===== src/hdl/pwl_pkg.sv =====
// Shared constants, codes and types of the piecewise linear calibration block.
package pwl_pkg;

  localparam int NUM_CHANNELS = 8;
  localparam int MAX_POINTS   = 8;

  // Field widths of the request and result channels.
  localparam int ACT_W  = 2;
  localparam int CH_W   = 3;
  localparam int PIDX_W = 3;
  localparam int AD_W   = 16;
  localparam int VAL_W  = 16;
  localparam int PCNT_W = 4;
  localparam int OUT_W  = 32;
  localparam int STAT_W = 2;

  // Table geometry.
  localparam int TABLE_DEPTH = NUM_CHANNELS * MAX_POINTS;
  localparam int ADDR_W      = $clog2(TABLE_DEPTH);
  localparam int IDX_W       = $clog2(MAX_POINTS);
  localparam int CNT_W       = $clog2(MAX_POINTS + 1);
  localparam int WORD_W      = AD_W + VAL_W;

  // Queue between front and back.
  localparam int QUEUE_DEPTH = 2;
  localparam int Q_PTR_W     = $clog2(QUEUE_DEPTH);
  localparam int Q_CNT_W     = $clog2(QUEUE_DEPTH + 1);

  // Divider.
  localparam int DIV_STEPS = 32;
  localparam int DSTEP_W   = $clog2(DIV_STEPS);

  // Request actions.
  localparam logic [ACT_W-1:0] ACT_WRITE_POINT = 2'd0;
  localparam logic [ACT_W-1:0] ACT_SET_COUNT   = 2'd1;
  localparam logic [ACT_W-1:0] ACT_CONVERT     = 2'd2;

  // Result status codes.
  localparam logic [STAT_W-1:0] STAT_EXACT  = 2'd0;
  localparam logic [STAT_W-1:0] STAT_INTERP = 2'd1;
  localparam logic [STAT_W-1:0] STAT_ERROR  = 2'd2;

  // Classified operations passed from front to back.
  localparam logic [1:0] OP_WRITE   = 2'd0;
  localparam logic [1:0] OP_COUNT   = 2'd1;
  localparam logic [1:0] OP_CONVERT = 2'd2;
  localparam logic [1:0] OP_FAULT   = 2'd3;

  typedef struct packed {
    logic [1:0]        op;
    logic [CH_W-1:0]   channel;
    logic [ADDR_W-1:0] addr;
    logic [WORD_W-1:0] point_word;
    logic [CNT_W-1:0]  count;
    logic [AD_W-1:0]   sample;
  } cmd_t;

  typedef struct packed {
    logic        start;
    logic [31:0] dividend;
    logic [15:0] divisor;
  } div_req_t;

  typedef struct packed {
    logic        done;
    logic [31:0] quotient;
  } div_rsp_t;

endpackage


===== src/hdl/pwl_ifs.sv =====
// Request and result channel interfaces of the calibration block.
interface pwl_in_if;
  logic                        valid;
  logic                        ready;
  logic [pwl_pkg::ACT_W-1:0]   action;
  logic [pwl_pkg::CH_W-1:0]    channel;
  logic [pwl_pkg::PIDX_W-1:0]  point_index;
  logic [pwl_pkg::AD_W-1:0]    point_ad;
  logic [pwl_pkg::VAL_W-1:0]   point_value;
  logic [pwl_pkg::PCNT_W-1:0]  point_count;
  logic [pwl_pkg::AD_W-1:0]    ad_sample;

  modport source (
    output valid, action, channel, point_index, point_ad, point_value, point_count,
           ad_sample,
    input  ready
  );
  modport sink (
    input  valid, action, channel, point_index, point_ad, point_value, point_count,
           ad_sample,
    output ready
  );
endinterface

interface pwl_out_if;
  logic                        valid;
  logic                        ready;
  logic [pwl_pkg::OUT_W-1:0]   line_value;
  logic [pwl_pkg::STAT_W-1:0]  status;

  modport source (output valid, line_value, status, input ready);
  modport sink (input valid, line_value, status, output ready);
endinterface


===== src/hdl/pwl_front.sv =====
// Front end: accept requests, classify them and hold one command for the queue.
module pwl_front (
  input  logic          clk,
  input  logic          rst,
  pwl_in_if.sink        req,
  output pwl_pkg::cmd_t cmd,
  output logic          cmd_valid,
  input  logic          cmd_ready
);

  logic          keep;
  pwl_pkg::cmd_t cmd_next;
  logic          ch_ok;
  logic          idx_ok;
  logic          cnt_over;

  assign req.ready = !cmd_valid || cmd_ready;

  assign ch_ok    = 32'(req.channel) < pwl_pkg::NUM_CHANNELS;
  assign idx_ok   = 32'(req.point_index) < pwl_pkg::MAX_POINTS;
  assign cnt_over = 32'(req.point_count) > pwl_pkg::MAX_POINTS;

  always_comb begin
    cmd_next.op         = pwl_pkg::OP_FAULT;
    cmd_next.channel    = req.channel;
    cmd_next.addr       = pwl_pkg::ADDR_W'(req.channel) * pwl_pkg::ADDR_W'(pwl_pkg::MAX_POINTS)
                          + pwl_pkg::ADDR_W'(req.point_index);
    cmd_next.point_word = {req.point_value, req.point_ad};
    cmd_next.count      = cnt_over ? '0 : pwl_pkg::CNT_W'(req.point_count);
    cmd_next.sample     = req.ad_sample;
    keep                = 1'b0;
    case (req.action)
      pwl_pkg::ACT_WRITE_POINT: begin
        cmd_next.op = pwl_pkg::OP_WRITE;
        keep        = ch_ok && idx_ok;
      end
      pwl_pkg::ACT_SET_COUNT: begin
        cmd_next.op = pwl_pkg::OP_COUNT;
        keep        = ch_ok;
      end
      pwl_pkg::ACT_CONVERT: begin
        // Out-of-range channel still owes an error result.
        cmd_next.op = ch_ok ? pwl_pkg::OP_CONVERT : pwl_pkg::OP_FAULT;
        keep        = 1'b1;
      end
      default: begin
        keep = 1'b0;
      end
    endcase
  end

  always_ff @(posedge clk) begin
    if (rst) begin
      cmd_valid <= 1'b0;
    end else if (req.ready) begin
      cmd_valid <= req.valid && keep;
    end
  end

  always_ff @(posedge clk) begin
    if (req.valid && req.ready) begin
      cmd <= cmd_next;
    end
  end

endmodule


===== src/hdl/pwl_queue.sv =====
// Short command queue between front end and back end.
module pwl_queue (
  input  logic          clk,
  input  logic          rst,
  input  pwl_pkg::cmd_t push_data,
  input  logic          push_valid,
  output logic          push_ready,
  output pwl_pkg::cmd_t pop_data,
  output logic          pop_valid,
  input  logic          pop_ready
);

  pwl_pkg::cmd_t                 slots [pwl_pkg::QUEUE_DEPTH];
  logic [pwl_pkg::Q_PTR_W-1:0]   wr_ptr;
  logic [pwl_pkg::Q_PTR_W-1:0]   rd_ptr;
  logic [pwl_pkg::Q_CNT_W-1:0]   fill;
  logic                          do_push;
  logic                          do_pop;

  localparam logic [pwl_pkg::Q_PTR_W-1:0] LAST_PTR = pwl_pkg::Q_PTR_W'(pwl_pkg::QUEUE_DEPTH - 1);
  localparam logic [pwl_pkg::Q_CNT_W-1:0] FULL_CNT = pwl_pkg::Q_CNT_W'(pwl_pkg::QUEUE_DEPTH);

  assign push_ready = fill != FULL_CNT;
  assign pop_valid  = fill != '0;
  assign pop_data   = slots[rd_ptr];
  assign do_push    = push_valid && push_ready;
  assign do_pop     = pop_valid && pop_ready;

  always_ff @(posedge clk) begin
    if (rst) begin
      wr_ptr <= '0;
      rd_ptr <= '0;
      fill   <= '0;
    end else begin
      if (do_push) begin
        wr_ptr <= (wr_ptr == LAST_PTR) ? '0 : wr_ptr + 1'b1;
      end
      if (do_pop) begin
        rd_ptr <= (rd_ptr == LAST_PTR) ? '0 : rd_ptr + 1'b1;
      end
      if (do_push && !do_pop) begin
        fill <= fill + 1'b1;
      end else if (do_pop && !do_push) begin
        fill <= fill - 1'b1;
      end
    end
  end

  always_ff @(posedge clk) begin
    if (do_push) begin
      slots[wr_ptr] <= push_data;
    end
  end

endmodule


===== src/hdl/pwl_div.sv =====
// Restoring divider, one quotient bit per cycle, 32-bit by 16-bit unsigned.
module pwl_div (
  input  logic              clk,
  input  logic              rst,
  input  pwl_pkg::div_req_t req,
  output pwl_pkg::div_rsp_t rsp
);

  logic                         busy;
  logic                         done;
  logic [pwl_pkg::DSTEP_W-1:0]  step;
  logic [15:0]                  divisor;
  logic [15:0]                  rem;
  logic [31:0]                  quo;
  logic [16:0]                  shifted;
  logic                         ge;
  logic [16:0]                  diff;

  localparam logic [pwl_pkg::DSTEP_W-1:0] LAST_STEP = pwl_pkg::DSTEP_W'(pwl_pkg::DIV_STEPS - 1);

  assign shifted = {rem, quo[31]};
  assign ge      = shifted >= {1'b0, divisor};
  assign diff    = shifted - {1'b0, divisor};
  assign rsp     = {done, quo};

  always_ff @(posedge clk) begin
    if (rst) begin
      busy <= 1'b0;
      step <= '0;
      done <= 1'b0;
    end else begin
      done <= 1'b0;
      if (req.start) begin
        busy <= 1'b1;
        step <= '0;
      end else if (busy) begin
        step <= step + 1'b1;
        if (step == LAST_STEP) begin
          busy <= 1'b0;
          done <= 1'b1;
        end
      end
    end
  end

  always_ff @(posedge clk) begin
    if (req.start) begin
      divisor <= req.divisor;
      rem     <= '0;
      quo     <= req.dividend;
    end else if (busy) begin
      rem <= ge ? diff[15:0] : shifted[15:0];
      quo <= {quo[30:0], ge};
    end
  end

endmodule


===== src/hdl/pwl_back.sv =====
// Back end: point table, point counts, table scan, interpolation and result register.
module pwl_back (
  input  logic          clk,
  input  logic          rst,
  input  pwl_pkg::cmd_t cmd,
  input  logic          cmd_valid,
  output logic          cmd_ready,
  pwl_out_if.source     res
);

  localparam logic [3:0] S_IDLE   = 4'd0;
  localparam logic [3:0] S_E0     = 4'd1;
  localparam logic [3:0] S_EH     = 4'd2;
  localparam logic [3:0] S_NXT    = 4'd3;
  localparam logic [3:0] S_PRV    = 4'd4;
  localparam logic [3:0] S_SCAN   = 4'd5;
  localparam logic [3:0] S_DIFF   = 4'd6;
  localparam logic [3:0] S_MUL    = 4'd7;
  localparam logic [3:0] S_DSTART = 4'd8;
  localparam logic [3:0] S_DWAIT  = 4'd9;
  localparam logic [3:0] S_EMIT   = 4'd10;

  logic [3:0]                         state;
  logic [pwl_pkg::CNT_W-1:0]          counts [pwl_pkg::NUM_CHANNELS];
  logic [pwl_pkg::WORD_W-1:0]         mem [pwl_pkg::TABLE_DEPTH];
  logic [pwl_pkg::WORD_W-1:0]         rdata;
  logic                               mem_we;
  logic [pwl_pkg::ADDR_W-1:0]         raddr;
  logic [pwl_pkg::CH_W-1:0]           ch_sel;
  logic [pwl_pkg::CH_W-1:0]           ch;
  logic [pwl_pkg::AD_W-1:0]           x;
  logic [pwl_pkg::IDX_W-1:0]          hi;
  logic [pwl_pkg::IDX_W-1:0]          lo;
  logic [pwl_pkg::IDX_W-1:0]          lo_inc;
  logic [pwl_pkg::IDX_W-1:0]          rd_idx;
  logic [pwl_pkg::CNT_W-1:0]          n_sel;
  logic [pwl_pkg::WORD_W-1:0]         ent_a;
  logic [pwl_pkg::WORD_W-1:0]         ent_b;
  logic [15:0]                        a_ad;
  logic [15:0]                        a_val;
  logic [15:0]                        b_ad;
  logic [15:0]                        b_val;
  logic [15:0]                        r_ad;
  logic [15:0]                        r_val16;
  logic [16:0]                        d_x;
  logic [16:0]                        d_v;
  logic [16:0]                        d_a;
  logic [15:0]                        mag_x;
  logic [15:0]                        mag_v;
  logic [15:0]                        mag_a;
  logic [15:0]                        v_base;
  logic                               neg;
  logic [31:0]                        prod;
  logic [32:0]                        sum_pos;
  logic [31:0]                        interp_val;
  logic [pwl_pkg::OUT_W-1:0]          r_val;
  logic [pwl_pkg::STAT_W-1:0]         r_stat;
  logic                               out_load;
  logic                               prv_pick;
  pwl_pkg::div_req_t                  div_req;
  pwl_pkg::div_rsp_t                  div_rsp;

  assign cmd_ready = state == S_IDLE;
  assign n_sel     = counts[cmd.channel];
  assign mem_we    = (state == S_IDLE) && cmd_valid && (cmd.op == pwl_pkg::OP_WRITE);

  // Entry fields: ADC value low, true value high.
  assign a_ad    = ent_a[15:0];
  assign a_val   = ent_a[31:16];
  assign b_ad    = ent_b[15:0];
  assign b_val   = ent_b[31:16];
  assign r_ad    = rdata[15:0];
  assign r_val16 = rdata[31:16];
  assign lo_inc  = lo + 1'b1;

  assign prv_pick = !(a_ad > x) && (r_ad < x);

  // Pick the entry read this cycle; its data shows up in rdata next cycle.
  always_comb begin
    case (state)
      S_IDLE:  rd_idx = '0;
      S_E0:    rd_idx = hi;
      S_EH:    rd_idx = prv_pick ? hi - 1'b1 : pwl_pkg::IDX_W'(1);
      S_SCAN:  rd_idx = lo + pwl_pkg::IDX_W'(2);
      default: rd_idx = '0;
    endcase
  end

  assign ch_sel = (state == S_IDLE) ? cmd.channel : ch;
  assign raddr  = pwl_pkg::ADDR_W'(ch_sel) * pwl_pkg::ADDR_W'(pwl_pkg::MAX_POINTS)
                  + pwl_pkg::ADDR_W'(rd_idx);

  always_ff @(posedge clk) begin
    if (mem_we) begin
      mem[cmd.addr] <= cmd.point_word;
    end
    rdata <= mem[raddr];
  end

  // Signed differences of the chosen pair, then magnitudes and sign of the quotient.
  assign d_x   = {1'b0, x} - {1'b0, a_ad};
  assign d_v   = {1'b0, b_val} - {1'b0, a_val};
  assign d_a   = {1'b0, b_ad} - {1'b0, a_ad};

  assign div_req.start    = state == S_DSTART;
  assign div_req.dividend = prod;
  assign div_req.divisor  = mag_a;

  pwl_div u_div (
    .clk (clk),
    .rst (rst),
    .req (div_req),
    .rsp (div_rsp)
  );

  // Add the truncated quotient to the base value, or subtract it and clamp at zero when the sign is negative.
  assign sum_pos = {1'b0, div_rsp.quotient} + 33'(v_base);
  always_comb begin
    if (neg) begin
      interp_val = (div_rsp.quotient > 32'(v_base)) ? '0 : 32'(v_base) - div_rsp.quotient;
    end else begin
      interp_val = sum_pos[31:0];
    end
  end

  always_ff @(posedge clk) begin
    if (rst) begin
      state <= S_IDLE;
      for (int i = 0; i < pwl_pkg::NUM_CHANNELS; i++) begin
        counts[i] <= '0;
      end
    end else begin
      case (state)
        S_IDLE: begin
          if (cmd_valid) begin
            case (cmd.op)
              pwl_pkg::OP_WRITE: begin
                state <= S_IDLE;
              end
              pwl_pkg::OP_COUNT: begin
                counts[cmd.channel] <= cmd.count;
              end
              pwl_pkg::OP_CONVERT: begin
                ch <= cmd.channel;
                x  <= cmd.sample;
                hi <= pwl_pkg::IDX_W'(n_sel - 1'b1);
                if (n_sel == '0) begin
                  r_val  <= '0;
                  r_stat <= pwl_pkg::STAT_ERROR;
                  state  <= S_EMIT;
                end else begin
                  state <= S_E0;
                end
              end
              default: begin
                r_val  <= '0;
                r_stat <= pwl_pkg::STAT_ERROR;
                state  <= S_EMIT;
              end
            endcase
          end
        end
        S_E0: begin
          if (hi == '0) begin
            // Single point: line through the origin.
            ent_a <= '0;
            ent_b <= rdata;
            state <= S_DIFF;
          end else begin
            ent_a <= rdata;
            state <= S_EH;
          end
        end
        S_EH: begin
          if (a_ad > x) begin
            state <= S_NXT;
          end else if (r_ad < x) begin
            ent_b <= rdata;
            state <= S_PRV;
          end else begin
            lo    <= '0;
            state <= S_SCAN;
          end
        end
        S_NXT: begin
          ent_b <= rdata;
          state <= S_DIFF;
        end
        S_PRV: begin
          ent_a <= rdata;
          state <= S_DIFF;
        end
        S_SCAN: begin
          if (x == a_ad) begin
            r_val  <= 32'(a_val);
            r_stat <= pwl_pkg::STAT_EXACT;
            state  <= S_EMIT;
          end else if (x == r_ad) begin
            r_val  <= 32'(r_val16);
            r_stat <= pwl_pkg::STAT_EXACT;
            state  <= S_EMIT;
          end else if ((x > a_ad) && (x < r_ad)) begin
            ent_b <= rdata;
            state <= S_DIFF;
          end else if (lo_inc == hi) begin
            // No enclosing pair: table out of order.
            r_val  <= '0;
            r_stat <= pwl_pkg::STAT_ERROR;
            state  <= S_EMIT;
          end else begin
            ent_a <= rdata;
            lo    <= lo_inc;
          end
        end
        S_DIFF: begin
          if (d_a == '0) begin
            r_val  <= '0;
            r_stat <= pwl_pkg::STAT_ERROR;
            state  <= S_EMIT;
          end else begin
            mag_x  <= d_x[16] ? ~d_x[15:0] + 16'd1 : d_x[15:0];
            mag_v  <= d_v[16] ? ~d_v[15:0] + 16'd1 : d_v[15:0];
            mag_a  <= d_a[16] ? ~d_a[15:0] + 16'd1 : d_a[15:0];
            neg    <= d_x[16] ^ d_v[16] ^ d_a[16];
            v_base <= a_val;
            state  <= S_MUL;
          end
        end
        S_MUL: begin
          prod  <= 32'(mag_x) * 32'(mag_v);
          state <= S_DSTART;
        end
        S_DSTART: begin
          state <= S_DWAIT;
        end
        S_DWAIT: begin
          if (div_rsp.done) begin
            r_val  <= interp_val;
            r_stat <= pwl_pkg::STAT_INTERP;
            state  <= S_EMIT;
          end
        end
        S_EMIT: begin
          if (out_load) begin
            state <= S_IDLE;
          end
        end
        default: begin
          state <= S_IDLE;
        end
      endcase
    end
  end

  // Result register: load when empty or being drained.
  assign out_load = (state == S_EMIT) && (!res.valid || res.ready);

  always_ff @(posedge clk) begin
    if (rst) begin
      res.valid <= 1'b0;
    end else if (out_load) begin
      res.valid <= 1'b1;
    end else if (res.ready) begin
      res.valid <= 1'b0;
    end
  end

  always_ff @(posedge clk) begin
    if (out_load) begin
      res.line_value <= r_val;
      res.status     <= r_stat;
    end
  end

  a_div_done_in_wait: assert property (@(posedge clk) disable iff (rst)
    div_rsp.done |-> state == S_DWAIT)
    else $error("divider finished outside its wait state");

  a_scan_bound: assert property (@(posedge clk) disable iff (rst)
    state == S_SCAN |-> lo < hi)
    else $error("table scan ran past the last point");

  a_error_zero: assert property (@(posedge clk) disable iff (rst)
    res.valid |-> (res.status != pwl_pkg::STAT_ERROR || res.line_value == '0))
    else $error("error result carries a nonzero value");

  a_emit_fills: assert property (@(posedge clk) disable iff (rst)
    (state == S_EMIT && !res.valid) |=> res.valid)
    else $error("pending result not loaded into an empty output register");

endmodule


===== src/hdl/piecewise_linear_calibration.sv =====
// Top level of the per-channel piecewise linear calibration block.
//
// Channels: req (pwl_in_if sink) takes one request per valid/ready handshake.
// Action write point stores a point into a channel table, set point count
// sets the number of points (a count above the table size stores zero), and
// convert sample returns one result on res (pwl_out_if source). Other
// requests give no result and are dropped in the front end.
// Path: a request passes the front register and the two-entry queue before
// the back end takes it. Writes and count updates are done in the back end's
// idle state. A conversion scans the table (one 32-bit table read per cycle
// on a single read port, up to eight points), forms the differences, does
// the 16x16 multiply and the bit-serial divide (start, 32 quotient bits,
// finish) and loads the result register; errors and exact matches skip the
// multiply and divide.
// Flow: the back end handles one conversion at a time; the front keeps
// taking requests until the queue and the front register are both full.
// Reset (rst, synchronous) clears point counts, queue and result register;
// table entries stay undefined until written. A stalled receiver holds the
// result register; the back end waits, and requests back up to req.ready.
module piecewise_linear_calibration (
  input  logic      clk,
  input  logic      rst,
  pwl_in_if.sink    req,
  pwl_out_if.source res
);

  pwl_pkg::cmd_t f_cmd;
  logic          f_valid;
  logic          f_ready;
  pwl_pkg::cmd_t q_cmd;
  logic          q_valid;
  logic          q_ready;

  // Classify requests and hold one command for the queue.
  pwl_front u_front (
    .clk       (clk),
    .rst       (rst),
    .req       (req),
    .cmd       (f_cmd),
    .cmd_valid (f_valid),
    .cmd_ready (f_ready)
  );

  // Decouple the front end from a busy back end.
  pwl_queue u_queue (
    .clk        (clk),
    .rst        (rst),
    .push_data  (f_cmd),
    .push_valid (f_valid),
    .push_ready (f_ready),
    .pop_data   (q_cmd),
    .pop_valid  (q_valid),
    .pop_ready  (q_ready)
  );

  // Execute commands in order: table writes, counts and conversions.
  pwl_back u_back (
    .clk       (clk),
    .rst       (rst),
    .cmd       (q_cmd),
    .cmd_valid (q_valid),
    .cmd_ready (q_ready),
    .res       (res)
  );

endmodule


===== src/flat_wrapper.sv =====
// flat-port wrapper written by rule: the top's interface ports become plain ports
module piecewise_linear_calibration_flat 
  (clk, rst, req_valid, req_action, req_channel, req_point_index, req_point_ad, req_point_value, req_point_count, req_ad_sample, req_ready, res_valid, res_line_value, res_status, res_ready);
  pwl_in_if req_i ();
  pwl_out_if res_i ();
  input  logic clk;
  input  logic rst;
  input wire logic [$bits(req_i.valid)-1:0] req_valid;
  input wire logic [$bits(req_i.action)-1:0] req_action;
  input wire logic [$bits(req_i.channel)-1:0] req_channel;
  input wire logic [$bits(req_i.point_index)-1:0] req_point_index;
  input wire logic [$bits(req_i.point_ad)-1:0] req_point_ad;
  input wire logic [$bits(req_i.point_value)-1:0] req_point_value;
  input wire logic [$bits(req_i.point_count)-1:0] req_point_count;
  input wire logic [$bits(req_i.ad_sample)-1:0] req_ad_sample;
  output wire logic [$bits(req_i.ready)-1:0] req_ready;
  output wire logic [$bits(res_i.valid)-1:0] res_valid;
  output wire logic [$bits(res_i.line_value)-1:0] res_line_value;
  output wire logic [$bits(res_i.status)-1:0] res_status;
  input wire logic [$bits(res_i.ready)-1:0] res_ready;
  assign req_i.valid = req_valid;
  assign req_i.action = req_action;
  assign req_i.channel = req_channel;
  assign req_i.point_index = req_point_index;
  assign req_i.point_ad = req_point_ad;
  assign req_i.point_value = req_point_value;
  assign req_i.point_count = req_point_count;
  assign req_i.ad_sample = req_ad_sample;
  assign req_ready = req_i.ready;
  assign res_valid = res_i.valid;
  assign res_line_value = res_i.line_value;
  assign res_status = res_i.status;
  assign res_i.ready = res_ready;
  piecewise_linear_calibration u_core (.clk(clk), .rst(rst), .req(req_i), .res(res_i));
endmodule

===== config.mk =====
export PLATFORM = sky130hd
export DESIGN_NAME = piecewise_linear_calibration_flat
export DESIGN_NICKNAME = d
export VERILOG_FILES = /design/src/hdl/pwl_pkg.sv /design/src/hdl/pwl_ifs.sv /design/src/hdl/pwl_front.sv /design/src/hdl/pwl_queue.sv /design/src/hdl/pwl_div.sv /design/src/hdl/pwl_back.sv /design/src/hdl/piecewise_linear_calibration.sv /design/src/flat_wrapper.sv
export SDC_FILE = /design/constraint.sdc
export NUM_CORES = 2
export LEC_CHECK = 0
export BUFFER_PORTS_ARGS = -buffer_cell sky130_fd_sc_hd__buf_2
export CAP_MARGIN = 20
export CORE_MARGIN = 2
export CORE_UTILIZATION = 50
export CTS_CLUSTER_DIAMETER = 60
export DETAILED_ROUTE_END_ITERATION = 12
export HOLD_SLACK_MARGIN = 0.15
export PLACE_DENSITY = 0.62
export RECOVER_POWER = 25
export SLEW_MARGIN = 20
export SYNTH_ARGS = -nofsm -noshare
export SYNTH_HDL_FRONTEND = slang
export SYNTH_SLANG_ARGS = --single-unit
export TNS_END_PERCENT = 30

===== constraint.sdc =====
create_clock -name clk -period 8.35 [get_ports clk]
set_input_delay 2.505 -clock clk [delete_from_list [all_inputs] [get_ports clk]]
set_output_delay 2.505 -clock clk [all_outputs]
set_load 0.02 [all_outputs]

==> qor.txt <==
r2r setup slk -> 900 ps
hpwl dp -> 203000 um
Post-Route Setup TNS -> 0 ps
CTS buffer count -> 293
wire length per cell -> 29.8 um
global placement routability congestion -> 0.888
Slew Limit Fails -> 1176
Post-synth EDFFs -> 2562
hold endpoint -> u_core.u_back.u_div.divisor[5]
worst r2r src -> u_core.u_back.mag_x[7]
vias per cell -> 6.19
total grt overflow -> 0
critical path peak fanout -> 16
Largest Register -> u_core.u_back.mem
hold crit path type -> reg2reg
failing checks -> max-capacitance violations, max-slew violations
worst ir drop on vdd -> 358 uV
Root Driver -> clkbuf_16
top post-synthesis cells by area -> edfxtp_1 (68%), fa_1 (3.5%), nand2_1 (3.3%), ha_1 (2.5%), mux4_2 (2.1%)
Gate Count Post-Synth -> 7939
Netlist Area Pre-Place -> 114000 um2
Hold Worst Slack -> 404 ps
proportion of layout cells with a drive suffix above 1 -> 11.3%
ys async rst share -> 0%
commonest non-fill, non-tap cell in the layout -> edfxtp_1
via count -> 70.4k
largest net degree at the start of global routing -> 168
cell chain of the critical path -> and2_1 > fa_1 > inv_1 > fa_1 > fa_1 > fa_1 > inv_1 > fa_1 > inv_1 > fa_1 > inv_1 > ha_1 > a2111oi_0 > a22oi_1 > a41o_1 > a31oi_1 > o21ai_0 > o41ai_1 > o2111ai_1 > a21oi_1 > xnor2_1
clock transition at the registers of the reported paths -> 60 ps
drt initial violations -> 9282
Routed Antenna Nets -> 0
Slew @ Worst Pin -> 3670 ps
Seq/Total Area, Yosys -> 68.8%
RSZ-0062 raised after global routing -> no
IO Count -> 100
Syn. warnings -> 0
depth of the worst register-to-register path -> 21
initial antenna violation count -> 19
post-CTS resize count -> 0
Worst Path Required -> 8970 ps
filler cell count -> 18.0k
Post-CTS Hold Buffers -> 0
Port Buffers -> 99
crit-path max cell delay -> 670 ps
Power Total -> 42.7 mW
Placed Instances -> 10.9k
Worst Slack Setup Final -> 899 ps
Site Rows -> 175
Setup crit start kind -> flip-flop
# nets final -> 8632
GRT Total Usage -> 29.0%
CP delay by family, top -> adder cells
Util after Layout -> 56.3%
Largest regs -> u_core.u_back.mem (2048), u_core.u_queue.slots (120), u_core.u_front.cmd (60)
syn_area_per_cell -> 14.3 um2
Yosys cell types -> 92
design area -> 128000 um2
Slew Limit Headroom -> -145%
Core Area -> 227000 um2
Critical Path AT -> 8070 ps
vias in the first global route -> 67.9k
Max Cap Viol -> 22
Buf/Inv on CP -> 4
clock tree sinks -> 2628
most frequent cells in the layout -> edfxtp_1 (2562), nand2_1 (997), nand3_1 (467)
Final Hold Vio Count -> 0
Power Density -> 335 nW/um2
residual DRC count -> 0
clock latency at the later pin of the worst-skew pair -> 960 ps
fmax -> 134 MHz
TritonRoute pass-1 iters -> 6
first-pass GRT wire length -> 483000 um
clk buf depth -> 4
Synthesized Nets -> 8429
Post-Layout Cell Count -> 11.4k
max reg flops -> 2048
Crit. End Element -> flip-flop
final critical-path required period -> 7450 ps
Die ar. -> 231000 um2
die height -> 481 um
status -> finished with violations
Hold Crit Start -> u_core.u_back.mag_a[5]
Leakage -> 44.7 nW
CTS tree -> done
post-synth top area share -> 67.6%
WHS Path Cells -> 0
dpl cell area -> 119000 um2
Critical Path Most Common Cell -> fa_1
CTS H-Tree Depth -> 5
CP max-delay cell -> edfxtp_1
Setup CP Type -> reg2reg
Final Cycle Share -> 89.2%
Final Setup Violations -> 0
DP Worst Slack -> 897 ps
RR Endpoint -> u_core.u_back.prod[30]
initial core utilization -> 50.1%
post-synthesis register bit count -> 2628
Setup Skew -> 101 ps
Primary FF master, synth -> edfxtp_1
Chip Width -> 481 um
Synth area leader -> edfxtp_1
DRT Wirelength -> 339000 um
Area growth syn-to-layout -> 12.4%
Post-CTS Setup Inserts -> 0
## synthesized netlist by cell type (all sizes together), types with 102 or more instances
cell type and n:
fa 200, nand3 468, edfxtp 2562, nor2 317
and3 117, xnor2 102, nand2 998, mux4 106
ha 226, and2 133, o21ai 186, buf 208
inv 358, clkbuf 199, mux2i 210, a21oi 348
## power by group
part / switching, mW / internal, mW / total, mW
sequential: 0.374 / 16.1 / 16.5
combinational: 9.71 / 4.11 / 13.8
clock: 5.09 / 7.38 / 12.5
## cell type report
class	instances	area, um2	area share [%]
inverters	360	1350	1.06
clock buffers	363	7730	6.05
flip-flops and latches	2628	78300	61.2
multi-input cells	4544	33000	25.8
diodes	9	22.5	0.0176
repair buffers	315	2290	1.79
clock inverters	140	1390	1.08
well taps	3009	3760	2.95
## logic make-up after synthesis
| family | after synthesis | synth area share (%) |
|---|---|---|
| flip-flops | 2628 | 68.8 |
| AND/OR/NAND/NOR | 2407 | 9.84 |
| AO/OA/AOI/OAI | 1181 | 6.81 |
| buffers and inverters | 767 | 2.81 |
| adder cells (fa/ha/maj) | 426 | 6.01 |
| multiplexers | 374 | 4.52 |
| XOR/XNOR | 156 | 1.20 |
## routing by layer
layer	part of all wire [%]	vias to the layer above	wire length [um]	GRT usage, %
met3	9.7	700	33000	5.91
met5	0.023	-	77	0
met2	47	3543	160000	46.1
li1	-	30300	-	-
met1	39	35900	132000	39.3
met4	4.3	10	14600	11.5
## worst max path at each step
| stage | startpoint | to | slack [ps] | cells after the start |
|---|---|---|---|---|
| floorplan | u_core.u_back.mag_v[1] | u_core.u_back.prod[30] | 1970 | 21 |
| global placement | u_core.u_back.mag_x[7] | u_core.u_back.prod[30] | 1050 | 21 |
| detailed placement | u_core.u_back.mag_x[7] | u_core.u_back.prod[30] | 900 | 21 |
| CTS | u_core.u_back.mag_x[7] | u_core.u_back.prod[30] | 900 | 21 |
| global route | u_core.u_back.mag_x[7] | u_core.u_back.prod[30] | 440 | 21 |
| finish | u_core.u_back.mag_x[7] | u_core.u_back.prod[30] | 900 | 21 |
No activity file was read; power rests on OpenSTA's default activity.
